===== src/hw/rtl/t4swt_pkg.sv =====
package t4swt_pkg;

  localparam int unsigned MaxEntriesDef = 4;
  localparam int unsigned WeightW       = 16;
  localparam int unsigned JointW        = 16;
  localparam int unsigned StatusW       = 3;
  localparam int unsigned OutCountW     = 3;

  typedef enum logic [1:0] {
    OP_ADD   = 2'd0,
    OP_ERASE = 2'd1,
    OP_NORM  = 2'd2
  } op_e;

  typedef enum logic [StatusW-1:0] {
    ST_APPENDED  = 3'd0,
    ST_REPLACED  = 3'd1,
    ST_REJECTED  = 3'd2,
    ST_ERASED    = 3'd3,
    ST_NOT_FOUND = 3'd4,
    ST_ENTRY     = 3'd5,
    ST_EMPTY     = 3'd6,
    ST_ZERO_SUM  = 3'd7
  } status_e;

  typedef struct packed {
    logic done;
    logic busy;
  } div_stat_t;

endpackage


===== src/hw/rtl/t4swt_div.sv =====
module t4swt_div #(
  parameter int unsigned SumW = 18
) (
  input  logic                         clk_i,
  input  logic                         rst_ni,
  input  logic                         start_i,
  input  logic [t4swt_pkg::WeightW-1:0] weight_i,
  input  logic [SumW-1:0]              sum_i,
  output logic [t4swt_pkg::WeightW-1:0] quotient_o,
  output t4swt_pkg::div_stat_t         stat_o
);
  import t4swt_pkg::*;

  localparam int unsigned NumW  = 2 * WeightW;
  localparam int unsigned StepW = $clog2(WeightW);

  logic [NumW-1:0]    num;
  logic [SumW-1:0]    rem_q, rem_d;
  logic [WeightW-1:0] nq_q, nq_d;
  logic [StepW-1:0]   step_q, step_d;
  logic               busy_q, busy_d;
  logic               done_q, done_d;
  logic [SumW:0]      shifted;
  logic [SumW+1:0]    diff;
  logic               ge;

  // weight * 65535 as (weight << 16) - weight
  assign num     = {weight_i, {WeightW{1'b0}}} - NumW'(weight_i);
  assign shifted = {rem_q, nq_q[WeightW-1]};
  assign diff    = {1'b0, shifted} - {2'b00, sum_i};
  assign ge      = ~diff[SumW+1];

  always_comb begin
    rem_d  = rem_q;
    nq_d   = nq_q;
    step_d = step_q;
    busy_d = busy_q;
    done_d = 1'b0;
    if (start_i) begin
      // upper quotient bits are zero since weight never exceeds the sum
      rem_d  = SumW'(num[NumW-1:WeightW]);
      nq_d   = num[WeightW-1:0];
      step_d = '0;
      busy_d = 1'b1;
    end else if (busy_q) begin
      rem_d  = ge ? diff[SumW-1:0] : shifted[SumW-1:0];
      nq_d   = {nq_q[WeightW-2:0], ge};
      step_d = step_q + StepW'(1);
      if (step_q == StepW'(WeightW - 1)) begin
        busy_d = 1'b0;
        done_d = 1'b1;
      end
    end
  end

  always_ff @(posedge clk_i or negedge rst_ni) begin
    if (!rst_ni) begin
      busy_q <= 1'b0;
      done_q <= 1'b0;
      step_q <= '0;
    end else begin
      busy_q <= busy_d;
      done_q <= done_d;
      step_q <= step_d;
    end
  end

  always_ff @(posedge clk_i) begin
    rem_q <= rem_d;
    nq_q  <= nq_d;
  end

  assign quotient_o  = nq_q;
  assign stat_o.done = done_q;
  assign stat_o.busy = busy_q;

endmodule


===== src/hw/rtl/top4_skin_weight_table.sv =====
// channel  dir  tdata (low bit up)                      tuser       tlast
// s_axis   in   joint_index[15:0] weight[31:16]         opcode[1:0] -
// m_axis   out  entry_joint[15:0] entry_weight[31:16]   status[2:0] last
//                entry_count[34:32] zero pad[39:35]
// one item at a time; s_axis_tready is high only while the sequencer is idle
// add with room appends; full add and erase scan n entries, may shift
// normalize sums the n entries, then divides each by the sum in the
// radix-2 divider that does one quotient bit a cycle (n entries held)
// results wait in an output register, which stalls the sequencer when full
// reset empties the table; entry contents are only read below the count
module top4_skin_weight_table #(
  parameter int unsigned MaxEntries = t4swt_pkg::MaxEntriesDef
) (
  input  logic        clk_i,
  input  logic        rst_ni,
  input  logic        s_axis_tvalid,
  output logic        s_axis_tready,
  input  logic [31:0] s_axis_tdata,  // joint_index, weight
  input  logic [1:0]  s_axis_tuser,  // opcode
  output logic        m_axis_tvalid,
  input  logic        m_axis_tready,
  output logic [39:0] m_axis_tdata,  // entry_joint, entry_weight, entry_count
  output logic [2:0]  m_axis_tuser,  // status
  output logic        m_axis_tlast
);
  import t4swt_pkg::*;

  localparam int unsigned CntW = $clog2(MaxEntries + 1);
  localparam int unsigned IdxW = (MaxEntries > 1) ? $clog2(MaxEntries) : 1;
  localparam int unsigned SumW = WeightW + ((MaxEntries > 1) ? $clog2(MaxEntries) : 0);

  typedef enum logic [6:0] {
    S_IDLE   = 7'b0000001,
    S_SCAN   = 7'b0000010,
    S_DECIDE = 7'b0000100,
    S_SHIFT  = 7'b0001000,
    S_DIV    = 7'b0010000,
    S_EMIT   = 7'b0100000,
    S_RESP   = 7'b1000000
  } state_e;

  logic [JointW-1:0]  joint_mem [MaxEntries];
  logic [WeightW-1:0] weight_mem[MaxEntries];

  state_e             state_q, state_d;
  op_e                op_q, op_d;
  logic [JointW-1:0]  jnt_q, jnt_d;
  logic [WeightW-1:0] wgt_q, wgt_d;
  logic [CntW-1:0]    cnt_q, cnt_d;
  logic [CntW-1:0]    idx_q, idx_d;
  logic [IdxW-1:0]    pos_q, pos_d;
  logic [WeightW-1:0] minw_q, minw_d;
  logic [SumW-1:0]    sum_q, sum_d;
  status_e            res_q, res_d;
  logic               start_q, start_d;

  logic               ov_q, ov_d;
  status_e            ostat_q, ostat_d;
  logic [JointW-1:0]  ojnt_q, ojnt_d;
  logic [WeightW-1:0] owgt_q, owgt_d;
  logic [OutCountW-1:0] ocnt_q, ocnt_d;
  logic               olast_q, olast_d;

  logic [CntW-1:0]    idx_inc;
  logic               idx_last;
  logic [CntW-1:0]    rd_idx;
  logic [JointW-1:0]  rd_j;
  logic [WeightW-1:0] rd_w;
  logic               j_we, w_we;
  logic [IdxW-1:0]    wr_idx;
  logic [JointW-1:0]  wr_j;
  logic [WeightW-1:0] wr_w;
  logic               out_free;
  logic [WeightW-1:0] div_quo;
  div_stat_t          div_stat;

  assign idx_inc  = idx_q + CntW'(1);
  assign idx_last = (idx_inc == cnt_q);
  assign rd_idx   = (state_q == S_SHIFT) ? idx_inc : idx_q;
  assign rd_j     = joint_mem[rd_idx[IdxW-1:0]];
  assign rd_w     = weight_mem[rd_idx[IdxW-1:0]];
  assign out_free = ~ov_q | m_axis_tready;

  assign s_axis_tready = (state_q == S_IDLE);

  t4swt_div #(
    .SumW (SumW)
  ) u_div (
    .clk_i      (clk_i),
    .rst_ni     (rst_ni),
    .start_i    (start_q),
    .weight_i   (rd_w),
    .sum_i      (sum_q),
    .quotient_o (div_quo),
    .stat_o     (div_stat)
  );

  always_comb begin
    state_d = state_q;
    op_d    = op_q;
    jnt_d   = jnt_q;
    wgt_d   = wgt_q;
    cnt_d   = cnt_q;
    idx_d   = idx_q;
    pos_d   = pos_q;
    minw_d  = minw_q;
    sum_d   = sum_q;
    res_d   = res_q;
    start_d = 1'b0;
    j_we    = 1'b0;
    w_we    = 1'b0;
    wr_idx  = idx_q[IdxW-1:0];
    wr_j    = rd_j;
    wr_w    = rd_w;
    ov_d    = ov_q & ~m_axis_tready;
    ostat_d = ostat_q;
    ojnt_d  = ojnt_q;
    owgt_d  = owgt_q;
    ocnt_d  = ocnt_q;
    olast_d = olast_q;

    case (state_q)
      S_IDLE: begin
        if (s_axis_tvalid) begin
          op_d  = op_e'(s_axis_tuser);
          jnt_d = s_axis_tdata[JointW-1:0];
          wgt_d = s_axis_tdata[JointW +: WeightW];
          idx_d = '0;
          pos_d = '0;
          sum_d = '0;
          case (op_e'(s_axis_tuser))
            OP_ADD: begin
              if (cnt_q < CntW'(MaxEntries)) begin
                j_we    = 1'b1;
                w_we    = 1'b1;
                wr_idx  = cnt_q[IdxW-1:0];
                wr_j    = s_axis_tdata[JointW-1:0];
                wr_w    = s_axis_tdata[JointW +: WeightW];
                cnt_d   = cnt_q + CntW'(1);
                res_d   = ST_APPENDED;
                state_d = S_RESP;
              end else begin
                state_d = S_SCAN;
              end
            end
            OP_ERASE: begin
              if (cnt_q == '0) begin
                res_d   = ST_NOT_FOUND;
                state_d = S_RESP;
              end else begin
                state_d = S_SCAN;
              end
            end
            OP_NORM: begin
              if (cnt_q == '0) begin
                res_d   = ST_EMPTY;
                state_d = S_RESP;
              end else begin
                state_d = S_SCAN;
              end
            end
            default: ;
          endcase
        end
      end
      S_SCAN: begin
        case (op_q)
          OP_ADD: begin
            if (idx_q == '0 || rd_w < minw_q) begin
              minw_d = rd_w;
              pos_d  = idx_q[IdxW-1:0];
            end
            if (idx_last) state_d = S_DECIDE;
            else idx_d = idx_inc;
          end
          OP_ERASE: begin
            if (rd_j == jnt_q) begin
              state_d = S_SHIFT;
            end else if (idx_last) begin
              res_d   = ST_NOT_FOUND;
              state_d = S_RESP;
            end else begin
              idx_d = idx_inc;
            end
          end
          default: begin
            sum_d = sum_q + SumW'(rd_w);
            if (idx_last) state_d = S_DECIDE;
            else idx_d = idx_inc;
          end
        endcase
      end
      S_DECIDE: begin
        if (op_q == OP_ADD) begin
          if (wgt_q > minw_q) begin
            idx_d   = CntW'(pos_q);
            state_d = S_SHIFT;
          end else begin
            res_d   = ST_REJECTED;
            state_d = S_RESP;
          end
        end else if (sum_q == '0) begin
          res_d   = ST_ZERO_SUM;
          state_d = S_RESP;
        end else begin
          idx_d   = '0;
          start_d = 1'b1;
          state_d = S_DIV;
        end
      end
      S_SHIFT: begin
        if (idx_inc < cnt_q) begin
          // move the next entry down one place
          j_we  = 1'b1;
          w_we  = 1'b1;
          idx_d = idx_inc;
        end else if (op_q == OP_ADD) begin
          j_we    = 1'b1;
          w_we    = 1'b1;
          wr_j    = jnt_q;
          wr_w    = wgt_q;
          res_d   = ST_REPLACED;
          state_d = S_RESP;
        end else begin
          cnt_d   = cnt_q - CntW'(1);
          res_d   = ST_ERASED;
          state_d = S_RESP;
        end
      end
      S_DIV: begin
        if (div_stat.done) begin
          w_we    = 1'b1;
          wr_w    = div_quo;
          state_d = S_EMIT;
        end
      end
      S_EMIT: begin
        if (out_free) begin
          ov_d    = 1'b1;
          ostat_d = ST_ENTRY;
          ojnt_d  = rd_j;
          owgt_d  = rd_w;
          ocnt_d  = OutCountW'(cnt_q);
          olast_d = idx_last;
          if (idx_last) begin
            state_d = S_IDLE;
          end else begin
            idx_d   = idx_inc;
            start_d = 1'b1;
            state_d = S_DIV;
          end
        end
      end
      S_RESP: begin
        if (out_free) begin
          ov_d    = 1'b1;
          ostat_d = res_q;
          ojnt_d  = '0;
          owgt_d  = '0;
          ocnt_d  = OutCountW'(cnt_q);
          olast_d = 1'b1;
          state_d = S_IDLE;
        end
      end
      default: state_d = S_IDLE;
    endcase
  end

  always_ff @(posedge clk_i or negedge rst_ni) begin
    if (!rst_ni) begin
      state_q <= S_IDLE;
      cnt_q   <= '0;
      start_q <= 1'b0;
      ov_q    <= 1'b0;
    end else begin
      state_q <= state_d;
      cnt_q   <= cnt_d;
      start_q <= start_d;
      ov_q    <= ov_d;
    end
  end

  always_ff @(posedge clk_i) begin
    op_q    <= op_d;
    jnt_q   <= jnt_d;
    wgt_q   <= wgt_d;
    idx_q   <= idx_d;
    pos_q   <= pos_d;
    minw_q  <= minw_d;
    sum_q   <= sum_d;
    res_q   <= res_d;
    ostat_q <= ostat_d;
    ojnt_q  <= ojnt_d;
    owgt_q  <= owgt_d;
    ocnt_q  <= ocnt_d;
    olast_q <= olast_d;
  end

  always_ff @(posedge clk_i) begin
    if (j_we) joint_mem[wr_idx] <= wr_j;
    if (w_we) weight_mem[wr_idx] <= wr_w;
  end

  assign m_axis_tvalid = ov_q;
  assign m_axis_tuser  = ostat_q;
  assign m_axis_tdata  = {5'b00000, ocnt_q, owgt_q, ojnt_q};
  assign m_axis_tlast  = olast_q;

endmodule


===== config.mk =====
export PLATFORM = sky130hd
export DESIGN_NAME = top4_skin_weight_table
export DESIGN_NICKNAME = d
export VERILOG_FILES = /design/src/hw/rtl/t4swt_pkg.sv /design/src/hw/rtl/t4swt_div.sv /design/src/hw/rtl/top4_skin_weight_table.sv
export SDC_FILE = /design/constraint.sdc
export NUM_CORES = 1
export LEC_CHECK = 0
export BUFFER_PORTS_ARGS = -buffer_cell sky130_fd_sc_hd__clkbuf_2
export CORE_MARGIN = 3
export CORE_UTILIZATION = 25
export DETAILED_ROUTE_END_ITERATION = 12
export GPL_TIMING_DRIVEN = 0
export PLACE_DENSITY = 0.51
export SYNTH_ARGS = -nofsm -noshare
export SYNTH_HDL_FRONTEND = slang
export SYNTH_SLANG_ARGS = --single-unit

===== constraint.sdc =====
create_clock -name clk_i -period 6.3 [get_ports clk_i]
set_clock_uncertainty 0.1 [all_clocks]
set_input_delay 0.63 -clock clk_i [delete_from_list [all_inputs] [get_ports clk_i]]
set_output_delay 0.63 -clock clk_i [all_outputs]
set_load 0.02 [all_outputs]

==> out/qor.yml, run 1 <==
status: "complete, no violations"
finalCriticalPeriod_ns: 5.862
setup_violations: 0
hp-class: "in2reg"
nets: 1546
critPathBufInv: 6
drt_iter0_markers: 760
antenna_found_initial: 1
fin_cells: 2310
critPathMaxStageDelay_ns: 0.53
yosysSeqAreaShare_pct: 53.23
clk_latency_ns: 0.55
grt_remaining_overflow: 0
worst_ep_arrival_time_ns: 6.05
final-seq-area_um2: 8750
final_layout_size_suffix_gt1_share_pct: 19.38
dpl.hpwl_um: 36400
cp-start-kind: "flip-flop"
portBuffers: 78
ant_nets: 0
die_h_um: 262.4
hold_viol: 0
rows: 93
ys_types: 90
fin_util_pct: 29.70
area_delta_synth_final_pct: 16.90
io_pins: 84
critical_path_class: "reg2reg"
worstPathRequired_ns: 6.48
routed_via_density: 4.923
synth_enable_flop_cells: 275
async_reset_ff_share_pct: 6.102
ys_ff_latch: 295
first_pass_iters: 6
crit_chain: "clkbuf_4 > clkbuf_4 > inv_1 > buf_2 > ha_1 > buf_4 > mux4_2 > nand3_1 > nand2_2 > ha_1 > inv_1 > fa_1 > nor2b_1 > o21ai_0 > a21boi_1 > o2111ai_1 > a21boi_0 > o311a_1 > o21ai_0 > mux2i_1"
cts_root_buf: "clkbuf_16"
grt_setup_unrepaired: "false"
fillerInstances: 6657
die_x_um: 262.4
leakagePower_uw: 0.006914
fin_crit_sh_pct: 93.05
powerDensity_nw_per_um2: 505.4
grt_use_total_pct: 13.81
multi_input_area_um2: 7172
grt_max_degree: 33
cap_viol_max_count: 0
die_area_um2: 68870
slew_viol_final: 0
start_util_pct: 25.41
clk_pin_slew_ns: 0.06
end_kind: "flip-flop"
worst_slack_ns: 0.4378
wirelength_um: 48910
cts_tree: "done"
cp_max_fo: 10
syn_area_um2: 16440
cp_top_family: "compound AO/OA/AOI/OAI gates"
grt_pass1_wl_um: 72770
yosysWarnings: 0
place_ws_ns: -0.5531
worstMarginPinSlew_ns: 1.187
drcViolationCount: 0
fmax_mhz: 170.6
synth-main-ff-cell: "edfxtp_1"
htree_levels: 2
place.gp.congestion: 0.8552
vias: 11370
cts.path.max_buffers: 3
cts_buffers: 35
grt_pass1_vias: 11660
syn_inst: 1302
cp_slowest_cell: "ha_1"
routedWlPerCell_um: 21.17
max_slew_margin_pct: 20.23
dp_cells: 2249
clock-sinks: 295
antenna_cells: 0
postSynthAreaPerCell_um2: 12.63
ir_worst_vdd_mv: 0.1775
core_region_area_um2: 64700
[state kept, by name, summed over array words and instances, names as in the netlist, 2 cells and up]
register	cells
u_div.step_q	4
owgt_q	16
op_q	2
pos_q	2
ojnt_q	16
ocnt_q	3
wgt_q	16
weight_mem	64
state_q	7
res_q	3
idx_q	3
u_div.quotient_o	16
m_axis_tuser	3
sum_q	18
minw_q	16
u_div.rem_q	18
jnt_q	16
cnt_q	3
joint_mem	64
[per-layer routing]
layer	part of all wire [%]	vias up	GRT usage (%)
met5	0.025	-	0
met4	3.3	2	4.795
met3	5.2	84	2.771
met2	48	305	23.21
met1	43	5716	17.72
li1	-	5264	-
[stage by stage]
| stage | hold slack, ns | TNS [ns] | cell area (µm²) | total power (µW) |
|---|---|---|---|---|
| after floorplan | 0.2344 | 0 | 16450 | 6413 |
| after global placement | 0.4217 | -12.05 | 17910 | 7642 |
| after detailed placement | 0.4134 | -7.816 | 18100 | 7751 |
| after CTS | 0.1433 | 0 | 19210 | 9775 |
| after global routing | 0.1603 | 0 | 19220 | 10350 |
| final | 0.1728 | 0 | 19220 | 9711 |
[final timing paths]
kind	depth (start not counted)	slack [ns]	from	to
max	20	0.44	idx_q[0]	sum_q[16]
min in group asynchronous	2	0.53	rst_ni	m_axis_tvalid
min	1	0.17	s_axis_tdata[9]	jnt_q[9]
max reg2reg	20	0.44	idx_q[0]	sum_q[16]
max in group asynchronous	2	5.19	rst_ni	cnt_q[0]
min reg2reg	1	0.43	res_q[2]	m_axis_tuser[2]
[synthesized netlist by cell type (10+ instances only)]
library cell	instances	area share, %
a21o_1	10	0.46
nor2_1	114	2.6
nor2b_1	10	0.38
nor4_1	11	0.42
a22oi_1	18	0.82
nand2b_1	10	0.38
xor2_1	15	0.80
dfrtp_1	17	2.6
inv_1	67	1.5
clkbuf_1	25	0.57
nand2_1	60	1.4
xnor2_1	46	2.5
mux4_2	56	7.7
mux2_2	21	1.4
mux2i_1	49	3.0
nand4_1	13	0.49
or3_1	10	0.38
ha_1	75	5.7
and2_1	16	0.61
o21ai_0	69	2.1
nor3_1	31	0.94
edfxtp_1	275	50
a21oi_1	59	1.8
o21a_1	14	0.64
buf_2	16	0.49
nand3_1	25	0.76
a31oi_1	12	0.46
[repair_timing]
item | in CTS | in global routing
setup endpoints to repair | 29 | 19
hold buffers | 1 | 0
gates resized for setup | 1 | 4
buffers inserted | 0 | 0
hold endpoints to repair | 17 | 0
[cell usage in the layout, fill, tap and decap left out, types with 46 or more instances in the layout]
| cell type | count |
|---|---|
| clkbuf_2 | 78 |
| a21oi_1 | 59 |
| xnor2_1 | 46 |
| inv_1 | 66 |
| edfxtp_1 | 275 |
| ha_1 | 75 |
| o21ai_0 | 69 |
| mux4_2 | 56 |
| nand2_1 | 58 |
| nor2_1 | 104 |
| mux2i_1 | 49 |
[report_power, final]
part | internal, µW | switching [µW] | leakage (µW)
combinational | 1840 | 2820 | 0.00362
sequential | 2840 | 221 | 0.00277
clock | 1160 | 821 | 0.000526
[kinds of logic after synthesis]
group	count (synthesis)	share of synthesized area (%)
simple gates	337	10.36
flops	295	53.23
compound gates	266	10.69
mux	134	12.86
buf+inv	130	3.509
fa+ha+maj	78	6.074
xor+xnor	61	3.250
other cells	1	0.02281
[final cells by class]
class / instances / share of cell area [%]
clock inverters: 16 / 0.8725
repair buffers: 89 / 2.898
multi-input cells: 881 / 37.32
clock buffers: 46 / 4.825
inverters: 71 / 1.413
flip-flops and latches: 295 / 45.53
plain buffers: 57 / 1.569
well taps: 855 / 5.567
(Power assumes the default switching activity.)
==> inputs of run 2 (changes only) <==
--- a/config.mk
+++ b/config.mk
@@ -5,12 +5,14 @@
 export SDC_FILE = /design/constraint.sdc
 export NUM_CORES = 1
 export LEC_CHECK = 0
+export ABC_AREA = 1
 export BUFFER_PORTS_ARGS = -buffer_cell sky130_fd_sc_hd__clkbuf_2
 export CORE_MARGIN = 3
 export CORE_UTILIZATION = 25
 export DETAILED_ROUTE_END_ITERATION = 12
 export GPL_TIMING_DRIVEN = 0
 export PLACE_DENSITY = 0.51
+export SKIP_LAST_GASP = 1
 export SYNTH_ARGS = -nofsm -noshare
 export SYNTH_HDL_FRONTEND = slang
 export SYNTH_SLANG_ARGS = --single-unit
==> run 2 against run 1 <==
Against the previous run: sequential share of layout area rose by 0.50 points; final cell count rose by 17%; maximum frequency rose by 17%; worst setup slack improved by 0.86 ns; total power rose by 0.95%; largest cell class unchanged; critical path type unchanged; critical endpoint unchanged; combinational power rose by 2%; sequential power barely moved; critical path depth rose by 1; utilization rose by 0.16 points; die area fell by 1.3%; global-route usage rose by 0.85 points; routed wire length rose by 2.3%.
==> out/qor.yml, run 2 <==
grt_pass1_vias: 12690  # was 11660
dpl.hpwl_um: 37780  # was 36400 µm
cts_tree: "done"  # unchanged
final_layout_size_suffix_gt1_share_pct: 13.54  # was 19.38%
die_area_um2: 67990  # was 68870 µm²
yosys-top-cells-area: "edfxtp_1, nand2_1, ha_1"  # was edfxtp_1, mux4_2, ha_1
yosys.cell_count.top_type: "nand2_1"  # was edfxtp_1
cp_max_fo: 10  # unchanged
core_region_area_um2: 63660  # was 64700 µm²
postSynthAreaPerCell_um2: 9.571  # was 12.63 µm²
status: "complete, no violations"  # unchanged
cap_viol_max_count: 0  # unchanged
routed_via_density: 4.681  # was 4.923
use_met1_pct: 19.05  # was 17.72%
ir_worst_vdd_mv: 0.1756  # was 0.1775 mV
antenna_cells: 0  # unchanged
drt_iter0_markers: 859  # was 760
worst_ep_arrival_time_ns: 5.16  # was 6.05 ns
syn_inst: 1695  # was 1302
hp-class: "in2reg"  # unchanged
place.gp.congestion: 0.9197  # was 0.8552
yosysTopAreaCell: "edfxtp_1"  # unchanged
seq_power_share_pct: 31.4  # was 31.5%
synth-main-ff-cell: "edfxtp_1"  # unchanged
worstMarginPinSlew_ns: 1.015  # was 1.187 ns
setup_violations: 0  # unchanged
use_met3_pct: 2.154  # was 2.771%
portBuffers: 78  # unchanged
end_kind: "flip-flop"  # unchanged
async_reset_ff_share_pct: 6.102  # unchanged
cp-start-kind: "flip-flop"  # unchanged
worstPathRequired_ns: 6.46  # was 6.48 ns
grt_setup_unrepaired: "false"  # unchanged
rows: 92  # was 93
clk_latency_ns: 0.56  # was 0.55 ns
leakagePower_uw: 0.007657  # was 0.006914 µW
yosysWarnings: 0  # unchanged
fmax_mhz: 200.0  # was 170.6 MHz
power.internal_uw: 5475  # was 5850 µW
ys_ff_latch: 295  # unchanged
htree_levels: 2  # unchanged
area_delta_synth_final_pct: 17.17  # was 16.90%
die_x_um: 260.7  # was 262.4 µm
ys_types: 60  # was 90
cts_buffers: 36  # was 35
finalCriticalPeriod_ns: 5.001  # was 5.862 ns
power_frac_comb_pct: 48.6  # was 48.0%
drcViolationCount: 0  # unchanged
cts.path.max_buffers: 3  # unchanged
grt_max_degree: 34  # was 33
max_slew_margin_pct: 32.07  # was 20.23%
clk_pin_slew_ns: 0.06  # about the same
die_h_um: 260.7  # was 262.4 µm
layout_commonest_cell: "nand2_1"  # was edfxtp_1
synth_enable_flop_cells: 275  # unchanged
placed_area_um2: 17900  # was 18100 µm²
hold_viol: 0  # unchanged
start_util_pct: 25.49  # was 25.41%
grt_pass1_wl_um: 75340  # was 72770 µm
reg_top3: "joint_mem x64, weight_mem x64"  # unchanged
slew_viol_final: 0  # unchanged
clock-sinks: 295  # unchanged
nets: 1943  # was 1546
synth_top_area_share_pct: 50.90  # was 50.24%
postCtsSetupBuffers: 0  # unchanged
met2_usage_pct: 24.96  # was 23.21%
p_clk_share_pct: 20.0  # was 20.4%
grt_use_total_pct: 14.66  # was 13.81%
routedWlPerCell_um: 18.53  # was 21.17 µm
cts_root_buf: "clkbuf_16"  # unchanged
first_pass_iters: 6  # unchanged
wirelength_um: 50020  # was 48910 µm
antenna_found_initial: 1  # unchanged
syn_area_um2: 16220  # was 16440 µm²
final_cell_mix: "nand2_1, edfxtp_1, inv_1"  # was edfxtp_1, nor2_1, clkbuf_2
vias: 12640  # was 11370
synthTopCellsByCount: "nand2_1, edfxtp_1, inv_1, nor2_1, nand3_1"  # was edfxtp_1, nor2_1, ha_1, o21ai_0, inv_1
ant_nets: 0  # unchanged
postCtsHoldBufs: 1  # unchanged
grt_remaining_overflow: 0  # unchanged
powerDensity_nw_per_um2: 515.7  # was 505.4 nW/µm²
final_cell_area_um2: 19010  # was 19220 µm²
power_switching_uw: 4328  # was 3861 µW
fin_util_pct: 29.86  # was 29.70%
io_pins: 84  # unchanged
switching_share_pct: 44.15  # was 39.76%
fin_crit_sh_pct: 79.37  # was 93.05%
critical_path_class: "reg2reg"  # unchanged
top_usage_layer: "met2"  # unchanged
yosysSeqAreaShare_pct: 53.93  # was 53.23%
cts-resized-gates: 0  # was 1
## run 2: changes by cell type after synthesis, moves of 23 or more
| cell | delta |
|---|---|
| o2111ai_1 | +25 |
| a21oi_1 | +23 |
| mux2i_1 | -49 |
| mux4_2 | -56 |
| nand3_1 | +93 |
| inv_1 | +109 |
| nor2_1 | +27 |
| nand2_1 | +348 |
| xnor2_1 | -38 |
## run 2: final timing paths
path                            startpoint               to  depth (start not counted)  slack [ns]
min reg2reg                u_div.step_q[3]  u_div.step_q[3]                          1        0.37
min                        s_axis_tdata[1]         jnt_q[1]                          1        0.16
min in group asynchronous           rst_ni         cnt_q[2]                          2        0.49
max in group asynchronous           rst_ni       state_q[5]                          2        5.22
max                               idx_q[0]        sum_q[16]                         21        1.30
max reg2reg                       idx_q[0]        sum_q[16]                         21        1.30
## run 2: worst max-delay path: stages (launching register included)
cell and delay, ns:
edfxtp_1 0.46, inv_1 0.23, ha_1 0.36, o21ai_4 0.39, buf_6 0.22, nand3_1 0.15, nand2_2 0.23, ha_1 0.30
inv_1 0.16, fa_1 0.38, inv_1 0.08, nand2_1 0.07, a21oi_1 0.30, nand3_1 0.12, nand2_1 0.14, a21boi_0 0.14
o21ai_0 0.33, a21oi_1 0.17, nor2_1 0.11, o21ai_0 0.11, nand3_1 0.09, a21oi_1 0.07
## run 2: cell families after synthesis
logic type | share of synthesized area (%)
buffers and inverters | 6.517
AO/OA/AOI/OAI | 10.17
flip-flops | 53.93
other | 0.02312
AND/OR/NAND/NOR | 21.86
adder cells (fa/ha/maj) | 6.155
XOR/XNOR | 1.350
## run 2: per-stage QoR
stage | setup TNS [ns] | instances | power (µW) | setup slack [ns] | hold slack [ns]
6_report | 0 | 2700 | 9803 | 1.300 | 0.1613
5_1_grt | 0 | 2700 | 10540 | 0.9798 | 0.1372
4_1_cts | 0 | 2700 | 9852 | 1.307 | 0.1238
3_5_place_dp | 0 | 2634 | 7850 | 1.371 | 0.3581
3_3_place_gp | -10.46 | 2623 | 7738 | -0.5830 | 0.3607
2_1_floorplan | 0 | 1699 | 6360 | 2.238 | 0.2344
## run 2: area by class of cell
cell class | count | area [µm²]
Fill cell | 6596 | 44650
Sequential cell | 295 | 8750
Multi-Input combinational cell | 1164 | 6472
Tap cell | 846 | 1059
Clock buffer | 48 | 955.9
Inverter | 187 | 703.2
Timing Repair Buffer | 90 | 571.8
Buffer | 53 | 354.1
Clock inverter | 17 | 142.6
## run 2: power groups by stage
| stage | registers (µW) | clock network (µW) | logic [µW] |
|---|---|---|---|
| after CTS | 3080 | 2020 | 4750 |
| final | 3080 | 1960 | 4760 |
| after global placement | 3130 | 0 | 4610 |
| after global routing | 3120 | 2090 | 5330 |
| after detailed placement | 3120 | 0 | 4730 |
| after floorplan | 3100 | 0 | 3260 |
## run 2: layer usage
| layer | vias up | routed length [µm] |
|---|---|---|
| met2 | 360 | 24040 |
| met4 | 0 | 1471 |
| met5 | - | 0 |
| li1 | 6140 | - |
| met1 | 6045 | 22280 |
| met3 | 95 | 2233 |
